## src/bsid_pkg.sv

```systemverilog
// ----------------------------------------------------------------------------
// bsid_pkg
// Shared types and codes for the bitmap set intersection / difference core.
// ----------------------------------------------------------------------------
package bsid_pkg;

  // field widths
  localparam int VALUE_W     = 10;
  localparam int REQ_W       = 2;
  localparam int SEL_W       = 2;
  localparam int S_TDATA_W   = 16;
  localparam int M_TDATA_W   = 16;

  // request kinds (carried on s_tuser)
  localparam logic [REQ_W-1:0] REQ_ADD_A = 2'd0;
  localparam logic [REQ_W-1:0] REQ_ADD_B = 2'd1;
  localparam logic [REQ_W-1:0] REQ_FIND  = 2'd2;

  // find list selects
  localparam logic [SEL_W-1:0] LIST_BOTH   = 2'd0;
  localparam logic [SEL_W-1:0] LIST_A_ONLY = 2'd1;
  localparam logic [SEL_W-1:0] LIST_B_ONLY = 2'd2;

  // controller states
  typedef enum logic [2:0] {
    ST_CLEAR,
    ST_IDLE,
    ST_FILL,
    ST_SCAN,
    ST_DONE
  } state_t;

  // controller to datapath
  typedef struct packed {
    logic clr_wr;      // write zero to both stores at scan address
    logic add_a;       // mark item value in set a
    logic add_b;       // mark item value in set b
    logic load_req;    // latch start address and list select
    logic advance;     // step scan address
    logic cap_result;  // capture the entry under test as a hit
    logic cap_miss;    // capture a not-found result
    logic load_out;    // move result into the output register
  } cmd_t;

  // datapath to controller
  typedef struct packed {
    logic at_last;     // scan address is the top entry
    logic rd_last;     // entry under test is the top entry
    logic hit;         // entry under test belongs to the selected list
    logic in_range;    // item value lies inside the store
    logic out_free;    // output register can take a result
  } status_t;

endpackage

```

## src/bsid_dpath.sv

```systemverilog
// ----------------------------------------------------------------------------
// bsid_dpath
// Membership stores, scan address, read pipeline and result registers.
// ----------------------------------------------------------------------------
module bsid_dpath #(
  parameter int VALUE_RANGE = 1024
) (
  input  logic                           clk,
  input  logic                           rst,
  input  bsid_pkg::cmd_t                 cmd,
  output bsid_pkg::status_t              status,
  input  logic [bsid_pkg::S_TDATA_W-1:0] s_tdata,
  output logic                           m_tvalid,
  input  logic                           m_tready,
  output logic [bsid_pkg::M_TDATA_W-1:0] m_tdata,
  output logic                           m_tuser
);

  localparam int AW = $clog2(VALUE_RANGE);
  localparam logic [AW-1:0] LAST = AW'(VALUE_RANGE - 1);

  // one bit per value for each set
  logic mem_a [VALUE_RANGE];
  logic mem_b [VALUE_RANGE];

  logic [bsid_pkg::VALUE_W-1:0] item_value;
  logic [bsid_pkg::SEL_W-1:0]   list_in;
  logic [AW-1:0]                item_addr;
  logic [AW-1:0]                wr_addr;
  logic                         wr_bit;

  logic [AW-1:0]                scan_addr;
  logic [AW-1:0]                rd_addr;
  logic                         rd_a;
  logic                         rd_b;
  logic [bsid_pkg::SEL_W-1:0]   sel;
  logic                         res_found;
  logic [bsid_pkg::VALUE_W-1:0] res_value;

  function automatic logic list_has(input logic a, input logic b,
                                    input logic [bsid_pkg::SEL_W-1:0] s);
    logic r;
    case (s)
      bsid_pkg::LIST_BOTH:   r = a & b;
      bsid_pkg::LIST_A_ONLY: r = a & ~b;
      bsid_pkg::LIST_B_ONLY: r = ~a & b;
      default:               r = 1'b0;
    endcase
    return r;
  endfunction

  // input beat fields
  assign item_value = s_tdata[bsid_pkg::VALUE_W-1:0];
  assign list_in    = s_tdata[bsid_pkg::VALUE_W+bsid_pkg::SEL_W-1:bsid_pkg::VALUE_W];
  assign item_addr  = AW'(item_value);

  // write port: clearing pass or add
  always_comb begin
    wr_addr = cmd.clr_wr ? scan_addr : item_addr;
    wr_bit  = ~cmd.clr_wr;
  end

  always_ff @(posedge clk) begin
    if (cmd.clr_wr || cmd.add_a) begin
      mem_a[wr_addr] <= wr_bit;
    end
    if (cmd.clr_wr || cmd.add_b) begin
      mem_b[wr_addr] <= wr_bit;
    end
  end

  // registered read of the scan address
  always_ff @(posedge clk) begin
    rd_a    <= mem_a[scan_addr];
    rd_b    <= mem_b[scan_addr];
    rd_addr <= scan_addr;
  end

  // scan address, saturates at the top entry
  always_ff @(posedge clk) begin
    if (rst) begin
      scan_addr <= '0;
    end else if (cmd.load_req) begin
      scan_addr <= item_addr;
    end else if (cmd.advance && (scan_addr != LAST)) begin
      scan_addr <= scan_addr + 1'b1;
    end
  end

  // list select of the pending find
  always_ff @(posedge clk) begin
    if (cmd.load_req) begin
      sel <= list_in;
    end
  end

  // result capture
  always_ff @(posedge clk) begin
    if (cmd.cap_result) begin
      res_found <= 1'b1;
      res_value <= bsid_pkg::VALUE_W'(rd_addr);
    end else if (cmd.cap_miss) begin
      res_found <= 1'b0;
      res_value <= '0;
    end
  end

  // output register
  always_ff @(posedge clk) begin
    if (rst) begin
      m_tvalid <= 1'b0;
    end else if (cmd.load_out) begin
      m_tvalid <= 1'b1;
    end else if (m_tready) begin
      m_tvalid <= 1'b0;
    end
  end

  always_ff @(posedge clk) begin
    if (cmd.load_out) begin
      m_tuser <= res_found;
      m_tdata <= {{(bsid_pkg::M_TDATA_W-bsid_pkg::VALUE_W){1'b0}}, res_value};
    end
  end

  // status back to the controller
  always_comb begin
    status.at_last  = (scan_addr == LAST);
    status.rd_last  = (rd_addr == LAST);
    status.hit      = list_has(rd_a, rd_b, sel);
    status.in_range = (32'(item_value) < 32'(VALUE_RANGE));
    status.out_free = ~m_tvalid | m_tready;
  end

endmodule

```

## src/bsid_ctrl.sv

```systemverilog
// ----------------------------------------------------------------------------
// bsid_ctrl
// Sequencer for clearing, adds and find-next scans.
// ----------------------------------------------------------------------------
module bsid_ctrl (
  input  logic                        clk,
  input  logic                        rst,
  input  logic                        s_tvalid,
  output logic                        s_tready,
  input  logic [bsid_pkg::REQ_W-1:0]  s_tuser,
  input  bsid_pkg::status_t           status,
  output bsid_pkg::cmd_t              cmd
);

  bsid_pkg::state_t state;
  bsid_pkg::state_t state_next;

  // state register
  always_ff @(posedge clk) begin
    if (rst) begin
      state <= bsid_pkg::ST_CLEAR;
    end else begin
      state <= state_next;
    end
  end

  // next state
  always_comb begin
    state_next = state;
    case (state)
      bsid_pkg::ST_CLEAR: begin
        if (status.at_last) begin
          state_next = bsid_pkg::ST_IDLE;
        end
      end
      bsid_pkg::ST_IDLE: begin
        if (s_tvalid && (s_tuser == bsid_pkg::REQ_FIND)) begin
          state_next = status.in_range ? bsid_pkg::ST_FILL : bsid_pkg::ST_DONE;
        end
      end
      bsid_pkg::ST_FILL: begin
        state_next = bsid_pkg::ST_SCAN;
      end
      bsid_pkg::ST_SCAN: begin
        if (status.hit || status.rd_last) begin
          state_next = bsid_pkg::ST_DONE;
        end
      end
      bsid_pkg::ST_DONE: begin
        if (status.out_free) begin
          state_next = bsid_pkg::ST_IDLE;
        end
      end
      default: state_next = bsid_pkg::ST_CLEAR;
    endcase
  end

  // outputs
  always_comb begin
    cmd      = '0;
    s_tready = 1'b0;
    case (state)
      bsid_pkg::ST_CLEAR: begin
        cmd.clr_wr  = 1'b1;
        cmd.advance = 1'b1;
      end
      bsid_pkg::ST_IDLE: begin
        s_tready = 1'b1;
        if (s_tvalid) begin
          case (s_tuser)
            bsid_pkg::REQ_ADD_A: cmd.add_a = status.in_range;
            bsid_pkg::REQ_ADD_B: cmd.add_b = status.in_range;
            bsid_pkg::REQ_FIND: begin
              cmd.load_req = 1'b1;
              cmd.cap_miss = ~status.in_range;
            end
            default: ;
          endcase
        end
      end
      bsid_pkg::ST_FILL: begin
        cmd.advance = 1'b1;
      end
      bsid_pkg::ST_SCAN: begin
        cmd.advance    = 1'b1;
        cmd.cap_result = status.hit;
        cmd.cap_miss   = ~status.hit & status.rd_last;
      end
      bsid_pkg::ST_DONE: begin
        cmd.load_out = status.out_free;
      end
      default: ;
    endcase
  end

endmodule

```

## src/bitmap_set_intersect_diff_core.sv

```systemverilog
// ----------------------------------------------------------------------------
// bitmap_set_intersect_diff_core
// Two-set membership bitmap with ascending find-next over a only, b only or both.
// ----------------------------------------------------------------------------
// After reset the core runs a clearing pass over all VALUE_RANGE entries, one
// entry per cycle, with s_tready low. An add beat is taken in the idle state.
// A find-next beat scans upward from its start value until it reaches a member
// of the selected list or the top entry; the scan reads one entry per cycle
// through the single registered read port of the stores. A find with a start
// outside the store goes straight to a not-found result. A result that is not
// taken holds the core once a following find completes.
module bitmap_set_intersect_diff_core #(
  parameter int VALUE_RANGE = 1024
) (
  input  logic                           clk,
  input  logic                           rst,
  // input beat
  input  logic                           s_tvalid,
  output logic                           s_tready,
  input  logic [bsid_pkg::S_TDATA_W-1:0] s_tdata,   // [9:0] item_value, [11:10] list_sel
  input  logic [bsid_pkg::REQ_W-1:0]     s_tuser,   // [1:0] req_type
  // result beat
  output logic                           m_tvalid,
  input  logic                           m_tready,
  output logic [bsid_pkg::M_TDATA_W-1:0] m_tdata,   // [9:0] found_value
  output logic                           m_tuser    // [0] found
);

  bsid_pkg::cmd_t    cmd;
  bsid_pkg::status_t status;

  bsid_ctrl u_ctrl (
    .clk      (clk),
    .rst      (rst),
    .s_tvalid (s_tvalid),
    .s_tready (s_tready),
    .s_tuser  (s_tuser),
    .status   (status),
    .cmd      (cmd)
  );

  bsid_dpath #(
    .VALUE_RANGE (VALUE_RANGE)
  ) u_dpath (
    .clk      (clk),
    .rst      (rst),
    .cmd      (cmd),
    .status   (status),
    .s_tdata  (s_tdata),
    .m_tvalid (m_tvalid),
    .m_tready (m_tready),
    .m_tdata  (m_tdata),
    .m_tuser  (m_tuser)
  );

endmodule

```

## config.mk

```make
export PLATFORM = sky130hd
export DESIGN_NAME = bitmap_set_intersect_diff_core
export DESIGN_NICKNAME = d
export VERILOG_FILES = /design/src/bsid_pkg.sv /design/src/bsid_dpath.sv /design/src/bsid_ctrl.sv /design/src/bitmap_set_intersect_diff_core.sv
export SDC_FILE = /design/constraint.sdc
export NUM_CORES = 2
export LEC_CHECK = 0
export BUFFER_PORTS_ARGS = -buffer_cell sky130_fd_sc_hd__buf_2
export CAP_MARGIN = 10
export CORE_MARGIN = 2
export CORE_UTILIZATION = 63
export CTS_CLUSTER_SIZE = 24
export DETAILED_ROUTE_END_ITERATION = 12
export GPL_TIMING_DRIVEN = 1
export PLACE_DENSITY = 0.79
export SLEW_MARGIN = 10
export SYNTH_ARGS = -nofsm -noshare
export SYNTH_HDL_FRONTEND = slang
export SYNTH_SLANG_ARGS = --single-unit
```

## constraint.sdc

```tcl
create_clock -name clk -period 45.1 [get_ports clk]
set_input_delay 0 -clock clk [delete_from_list [all_inputs] [get_ports clk]]
set_output_delay 0 -clock clk [all_outputs]
set_load 0.05 [all_outputs]
```

# After elaboration in Yosys (flattened, before gate mapping)
# Memories as Yosys holds them, arrays and structs flattened. A register that Yosys moved wholly into a read port is not among the register bits.
# Index checks and enable logic that the tools add are counted.
dict set report totals {
  reg_bits 48
  ram_bits 2048
  in_bits 22
  output_inout_bits 19
  word_cells 78
  memories 2
}
# memory depth word_bits rd rd_clocked_by_memory_dff wr line_no
set memory_table {}
lappend memory_table {u_dpath.mem_a 1024 1 1 1 1 bsid_dpath.sv:23} ;# logic mem_a [VALUE_RANGE];
lappend memory_table {u_dpath.mem_b 1024 1 1 1 1 bsid_dpath.sv:24} ;# logic mem_b [VALUE_RANGE];
dict set report op_classes {
  addsub 1
  eq_ne 15
  n_mux 28
  bitwise_logic 10
  reduce_logical 13
}
# cell n
set ops {}
lappend ops {{2-to-1 mux 10 bit} 5}
lappend ops {{equality test 10 bit (second input constant)} 2}
lappend ops {{2-to-1 mux 3 bit} 6}
lappend ops {{2-to-1 mux 1 bit} 15}
lappend ops {{one-hot mux 3 bit (5 select lines)} 1}
lappend ops {{adder 10 x 1 -> 10 bit (second input constant)} 1}
lappend ops {{!= test 10 bit (second input constant)} 1}
lappend ops {{equality test 3 x 2 -> 1 bit (second input constant)} 2}
lappend ops {{!= test 2 x 1 -> 1 bit (second input constant)} 3}
lappend ops {{nonzero test 2 bit} 3}
lappend ops {{NOT 1 bit} 5}
lappend ops {{bitwise AND 1 bit} 4}
lappend ops {{equality test 2 x 1 -> 1 bit (second input constant)} 2}
lappend ops {{equality test 2 bit (second input constant)} 2}
lappend ops {{zero test 2 bit} 2}
lappend ops {{AND reduction 4 bit} 1}
lappend ops {{equality test 3 x 1 -> 1 bit (second input constant)} 1}
lappend ops {{equality test 3 bit (second input constant)} 1}
lappend ops {{zero test 3 bit} 1}
lappend ops {{logical OR 1 bit} 3}
lappend ops {{one-hot mux 1 bit (3 select lines)} 1}
lappend ops {{OR reduction 3 bit} 1}
lappend ops {{logical AND 1 bit} 2}
lappend ops {{!= test 2 bit (second input constant)} 1}
lappend ops {{OR 1 bit} 1}

# Longest topological paths before layout
dict set report logic_depth {
  word_depth 8
  ltp_mapped 15
  ltp_nobuf 9
}

# By module
# Synthesis repeated with hierarchy kept, for this count alone.
dict set report unflattened {
  cells_unflattened 6314
  area_unflattened_um2 90679.5
}
# module n_inst cells_per_inst area_each_um2 seq_area_each_um2
set modules_own_cells {}
lappend modules_own_cells {bsid_dpath 1 6278 90389.2 62670.1}
lappend modules_own_cells {bsid_ctrl 1 36 290.3 60.1}

# Least setup slack after synthesis
# Ideal clock, no wire load.
dict set report synth_timing {
  path_kind {reg2reg}
  from {reg u_ctrl.state[2]}
  to {mem u_dpath.mem_a[191] (enable)}
  setup_ps 253
  arrival_time_ps 38385
  setup_slack_ps 6462
  stages_incl_launch_ff 9
  n_path_buf 3
  path_cell_list {dfxtp_1 -> clkbuf_1 -> nor3_1 -> inv_1 -> clkbuf_1 -> o21ai_2 -> nand2_2 -> buf_2 -> nor2_1}
}
dict set report synth_between {
  elab_chain_cells 5
  word_cells_on_any_way 8
}
# element line_no
set synth_rtl {}
lappend synth_rtl {{start: declaration} bsid_ctrl.sv:15} ;# bsid_pkg::state_t state;
lappend synth_rtl {{start signal: assignment} bsid_ctrl.sv:21} ;# state <= bsid_pkg::ST_CLEAR;
lappend synth_rtl {{start signal: assignment} bsid_ctrl.sv:23} ;# state <= state_next;
lappend synth_rtl {{equality test 3 x 1 -> 1 bit or zero test 3 bit (tied branches)} bsid_ctrl.sv:62} ;# case (state)
lappend synth_rtl {{2-to-1 mux 3 bit or 2-to-1 mux 1 bit (tied branches)} bsid_ctrl.sv:62}
lappend synth_rtl {{logical OR 1 bit} bsid_dpath.sv:64} ;# if (cmd.clr_wr || cmd.add_a) begin
lappend synth_rtl {{2-to-1 mux 1 bit} bsid_dpath.sv:64}
lappend synth_rtl {{2-to-1 mux 1 bit (implied by the code)} bsid_dpath.sv:65} ;# mem_a[wr_addr] <= wr_bit;
lappend synth_rtl {{end: declaration} bsid_dpath.sv:23}
# Parallel ways exist; a longest one is shown, timed or not.

==> impl_metrics.sql <==
INSERT INTO impl_metrics (metric_group, metric, value, unit) VALUES
('global_routing', 'number_of_antenna_violations_at_the_first_check_in_global_routing', '13', ''),
('yosys', 'synth_top_cell_by_area', 'edfxtp_1', ''),
('floorplan', 'floorplan.die.height', '383', 'um'),
('sta', 'setup_repair_after_global_routing_missed_its_margin', 'no', ''),
('clock_tree', 'post_cts_resize_count', '0', ''),
('yosys', 'syn-instance-count', '6226', ''),
('yosys', 'yosysWarnings', '0', ''),
('placed_design', 'placed_cells', '7677', ''),
('sta', 'finalCritPeriodShare', '12.9', '%'),
('critical_path', 'cp_data_arrival_time', '6.54', 'ns'),
('yosys', 'yosys-top-cells-area', 'edfxtp_1, mux4_2, nor2_1', ''),
('critical_path', 'worstSetupEndpointType', 'flop', ''),
('critical_path', 'maximum_cell_stage_delay_along_the_critical_path', '0.87', 'ns'),
('sta', 'clock.fmax', '0.172', 'GHz'),
('placed_design', 'gpl.final_weighted_congestion', '0.887', ''),
('floorplan', 'core-area', '143000', 'um2'),
('critical_path', 'critical_path.max_fanout', '40', ''),
('yosys', 'ys_top_cells_by_count', 'nor2_1, edfxtp_1, mux4_2', ''),
('yosys', 'synth_edf_count', '2071', ''),
('yosys', 'mappedNetlistArea', '90400', 'um2'),
('power_and_ir_drop', 'worst_ir_drop_vdd', '68.7', 'uV'),
('final_layout', 'finish.instance_area', '97800', 'um2'),
('critical_path', 'reg2reg_depth', '11', ''),
('floorplan', 'fp.dieW', '383', 'um'),
('critical_path', 'worstSetupStartpointType', 'flop', ''),
('worst_hold_path', 'timing.hold.worst_endpoint', 'u_dpath.scan_addr[2]', ''),
('yosys', 'yosysTopAreaCellShare', '68.8', '%'),
('flow_run', 'number_of_maximum_capacitance_constraint_violations', '0', ''),
('critical_path', 'critical_path.slowest_cell', 'dfxtp_4', ''),
('yosys', 'synthesized_area_fraction_occupied_by_ao_oa_aoi_and_oai_cells', '2.84', '%'),
('clock_tree', 'clk_root_buffer_cell', 'clkbuf_16', ''),
('drt', 'detail-route-antenna-nets', '0', ''),
('yosys', 'ys_ff_latch', '2098', ''),
('critical_path', 'timing.reg2reg.setup_slack', '39.29', 'ns'),
('floorplan', 'floorplan.initialDensity', '63.2', '%'),
('final_layout', 'final_layout_size_suffix_gt1_share', '15.7', '%'),
('drt', 'via_count', '56200', ''),
('final_layout', 'finalNonFillerCells', '8072', ''),
('sta', 'max_slew_margin', '12.0', '%'),
('clock_tree', 'post_cts_buffers', '0', ''),
('global_routing', 'grt_first_pass_wirelength', '361000', 'um'),
('worst_hold_path', 'hold_crit_depth', '4', ''),
('yosys', 'yosys.area_share.xor_xnor', '0.0194', '%'),
('clock_tree', 'clk_pin_slew_worst_paths', '0.06', 'ns'),
('sta', 'setup-violations-final', '0', ''),
('yosys', 'synth-simple-area-share', '10.8', '%'),
('status', 'run_status', 'finished clean', ''),
('sta', 'worst_hold_check_slack', '0.125', 'ns'),
('final_layout', 'filler_cell_count', '9037', ''),
('sta', 'final_period_minus_worst_setup_slack', '5.81', 'ns'),
('clock_tree', 'clock_insertion_delay_worst_skew', '0.83', 'ns'),
('sta', 'worst_clock_skew', '0.0296', 'ns'),
('clock_tree', 'cts.htree.levels', '4', ''),
('clock_tree', 'clock_path_buffers', '3', ''),
('critical_path', 'cp_data_required_time', '45.82', 'ns'),
('power_and_ir_drop', 'power-per-cell-area', '54.1', 'nW/um2'),
('sta', 'timing_worst_slew_pin_value', '1.31', 'ns'),
('yosys', 'synth_top_family_by_area', 'multiplexers', ''),
('drt', 'routed_wirelength', '252000', 'um'),
('drt', 'detailedRoute.firstIterationViolations', '10400', ''),
('drt', 'routed_wire_length_per_instance', '31.2', 'um'),
('placed_design', 'port-buffer-count', '30', ''),
('drt', 'post_drt_via_cell_ratio', '6.96', ''),
('critical_path', 'critical_path_class', 'reg -> reg', ''),
('critical_path', 'startpoint_of_the_worst_slack_reg_to_reg_timing_path', 'u_dpath.scan_addr[0]', ''),
('final_layout', 'synthToLayoutAreaGrowth', '8.19', '%'),
('worst_hold_path', 'holdCritPathClass', 'in -> reg', ''),
('floorplan', 'row_count', '139', ''),
('yosys', 'proportion_of_register_bits_with_asynchronous_set_or_reset_after_synthesis', '0', '%'),
('placed_design', 'dp_worst_setup_slack', '39.38', 'ns'),
('global_routing', 'globalRoute.totalOverflow', '0', '');
==> through the flow <==
step	power [W]	util (%)
after CTS	0.00526	68.4
after floorplan	0.00398	-
after global routing	0.00541	68.4
after detailed placement	0.00367	63.9
final	0.00529	68.4
after global placement	0.00364	63.9
==> layout make-up <==
type	instances	area [um2]	share of cell area (%)
Clock buffer	255	5360	5.48
Clock inverter	105	815	0.833
Multi-Input combinational cell	3521	25100	25.7
Timing Repair Buffer	168	1330	1.36
Inverter	14	63.8	0.0652
Sequential cell	2098	62700	64.2
Antenna cell	8	20.0	0.0205
Tap cell	1903	2380	2.43
==> how the worst max path moves through the flow <==
stage                    startpoint            endpoint  slack (ns)
2_1_floorplan       u_ctrl.state[2]  u_dpath.mem_a[191]        6.46
3_3_place_gp   u_dpath.scan_addr[0]        u_dpath.rd_b       39.37
3_5_place_dp   u_dpath.scan_addr[0]        u_dpath.rd_b       39.38
4_1_cts        u_dpath.scan_addr[0]        u_dpath.rd_b       39.33
5_1_grt        u_dpath.scan_addr[0]        u_dpath.rd_b       39.09
6_report       u_dpath.scan_addr[0]        u_dpath.rd_b       39.29
==> layer usage <==
layer	up-vias	track usage (%)	share of wire (%)
met3	973	9.68	15
met4	12	19.0	6.5
met2	4580	51.9	45
met1	28200	45.9	33
li1	22400	-	-
met5	-	0.595	0.073
==> power by group <==
part / switching [W] / internal (W)
sequential: 0.0000247 / 0.00241
clock: 0.000709 / 0.000906
combinational: 0.000865 / 0.000380
total: 0.00160 / 0.00369
==> layout by cell type, fill, tap and decap left out, types with 31 or more instances in the layout <==
cell type | Yosys | final
clkinv_2 | 0 | 40
nand2_1 | 187 | 171
edfxtp_1 | 2071 | 2071
mux4_2 | 469 | 469
nand2_4 | 0 | 31
clkbuf_1 | 384 | 44
mux2i_1 | 170 | 170
a31oi_1 | 31 | 31
o221ai_1 | 31 | 31
a22oi_1 | 48 | 48
nor2_1 | 2136 | 2122
clkinv_1 | 2 | 50
buf_4 | 38 | 104
clkbuf_16 | 0 | 203
a21oi_1 | 82 | 82
o21ai_0 | 43 | 42
==> worst max-delay path, delay by kind of cell (launching register included) <==
| family | cells | cell delay, ns |
|---|---|---|
| buffers and inverters | 3 | 2.16 |
| AND/OR/NAND/NOR | 3 | 1.10 |
| AO/OA/AOI/OAI | 4 | 0.90 |
| multiplexers | 1 | 0.59 |
| flip-flops | 1 | 0.87 |
==> kinds of logic (layout without fill, tap and decap cells) <==
| kind of cell | Yosys count | after routing |
|---|---|---|
| flip-flops | 2098 | 2098 |
| buffers and inverters | 612 | 542 |
| XOR/XNOR | 2 | 2 |
| AO/OA/AOI/OAI | 370 | 370 |
| AND/OR/NAND/NOR | 2487 | 2487 |
| multiplexers | 655 | 655 |
| adder cells (fa/ha/maj) | 1 | 1 |
| other | 1 | 14 |
==> registers in the layout, summed over array words and instances (netlist names) <==
name	cells
u_ctrl.state	3
u_dpath.m_tdata	10
u_dpath.res_found	1
u_dpath.mem_a	1024
u_dpath.sel	2
u_dpath.scan_addr	10
u_dpath.rd_b	1
u_dpath.m_tuser	1
u_dpath.m_tvalid	1
u_dpath.rd_a	1
u_dpath.res_value	10
u_dpath.mem_b	1024
u_dpath.rd_addr	10
==> timing repair <==
| action | 4_1_cts | 5_1_grt |
|---|---|---|
| hold buffers | 27 | 0 |
| endpoints found under the setup margin | 0 | 0 |
| endpoints found under the hold margin | 16 | 0 |
(Power assumes the default switching activity.)
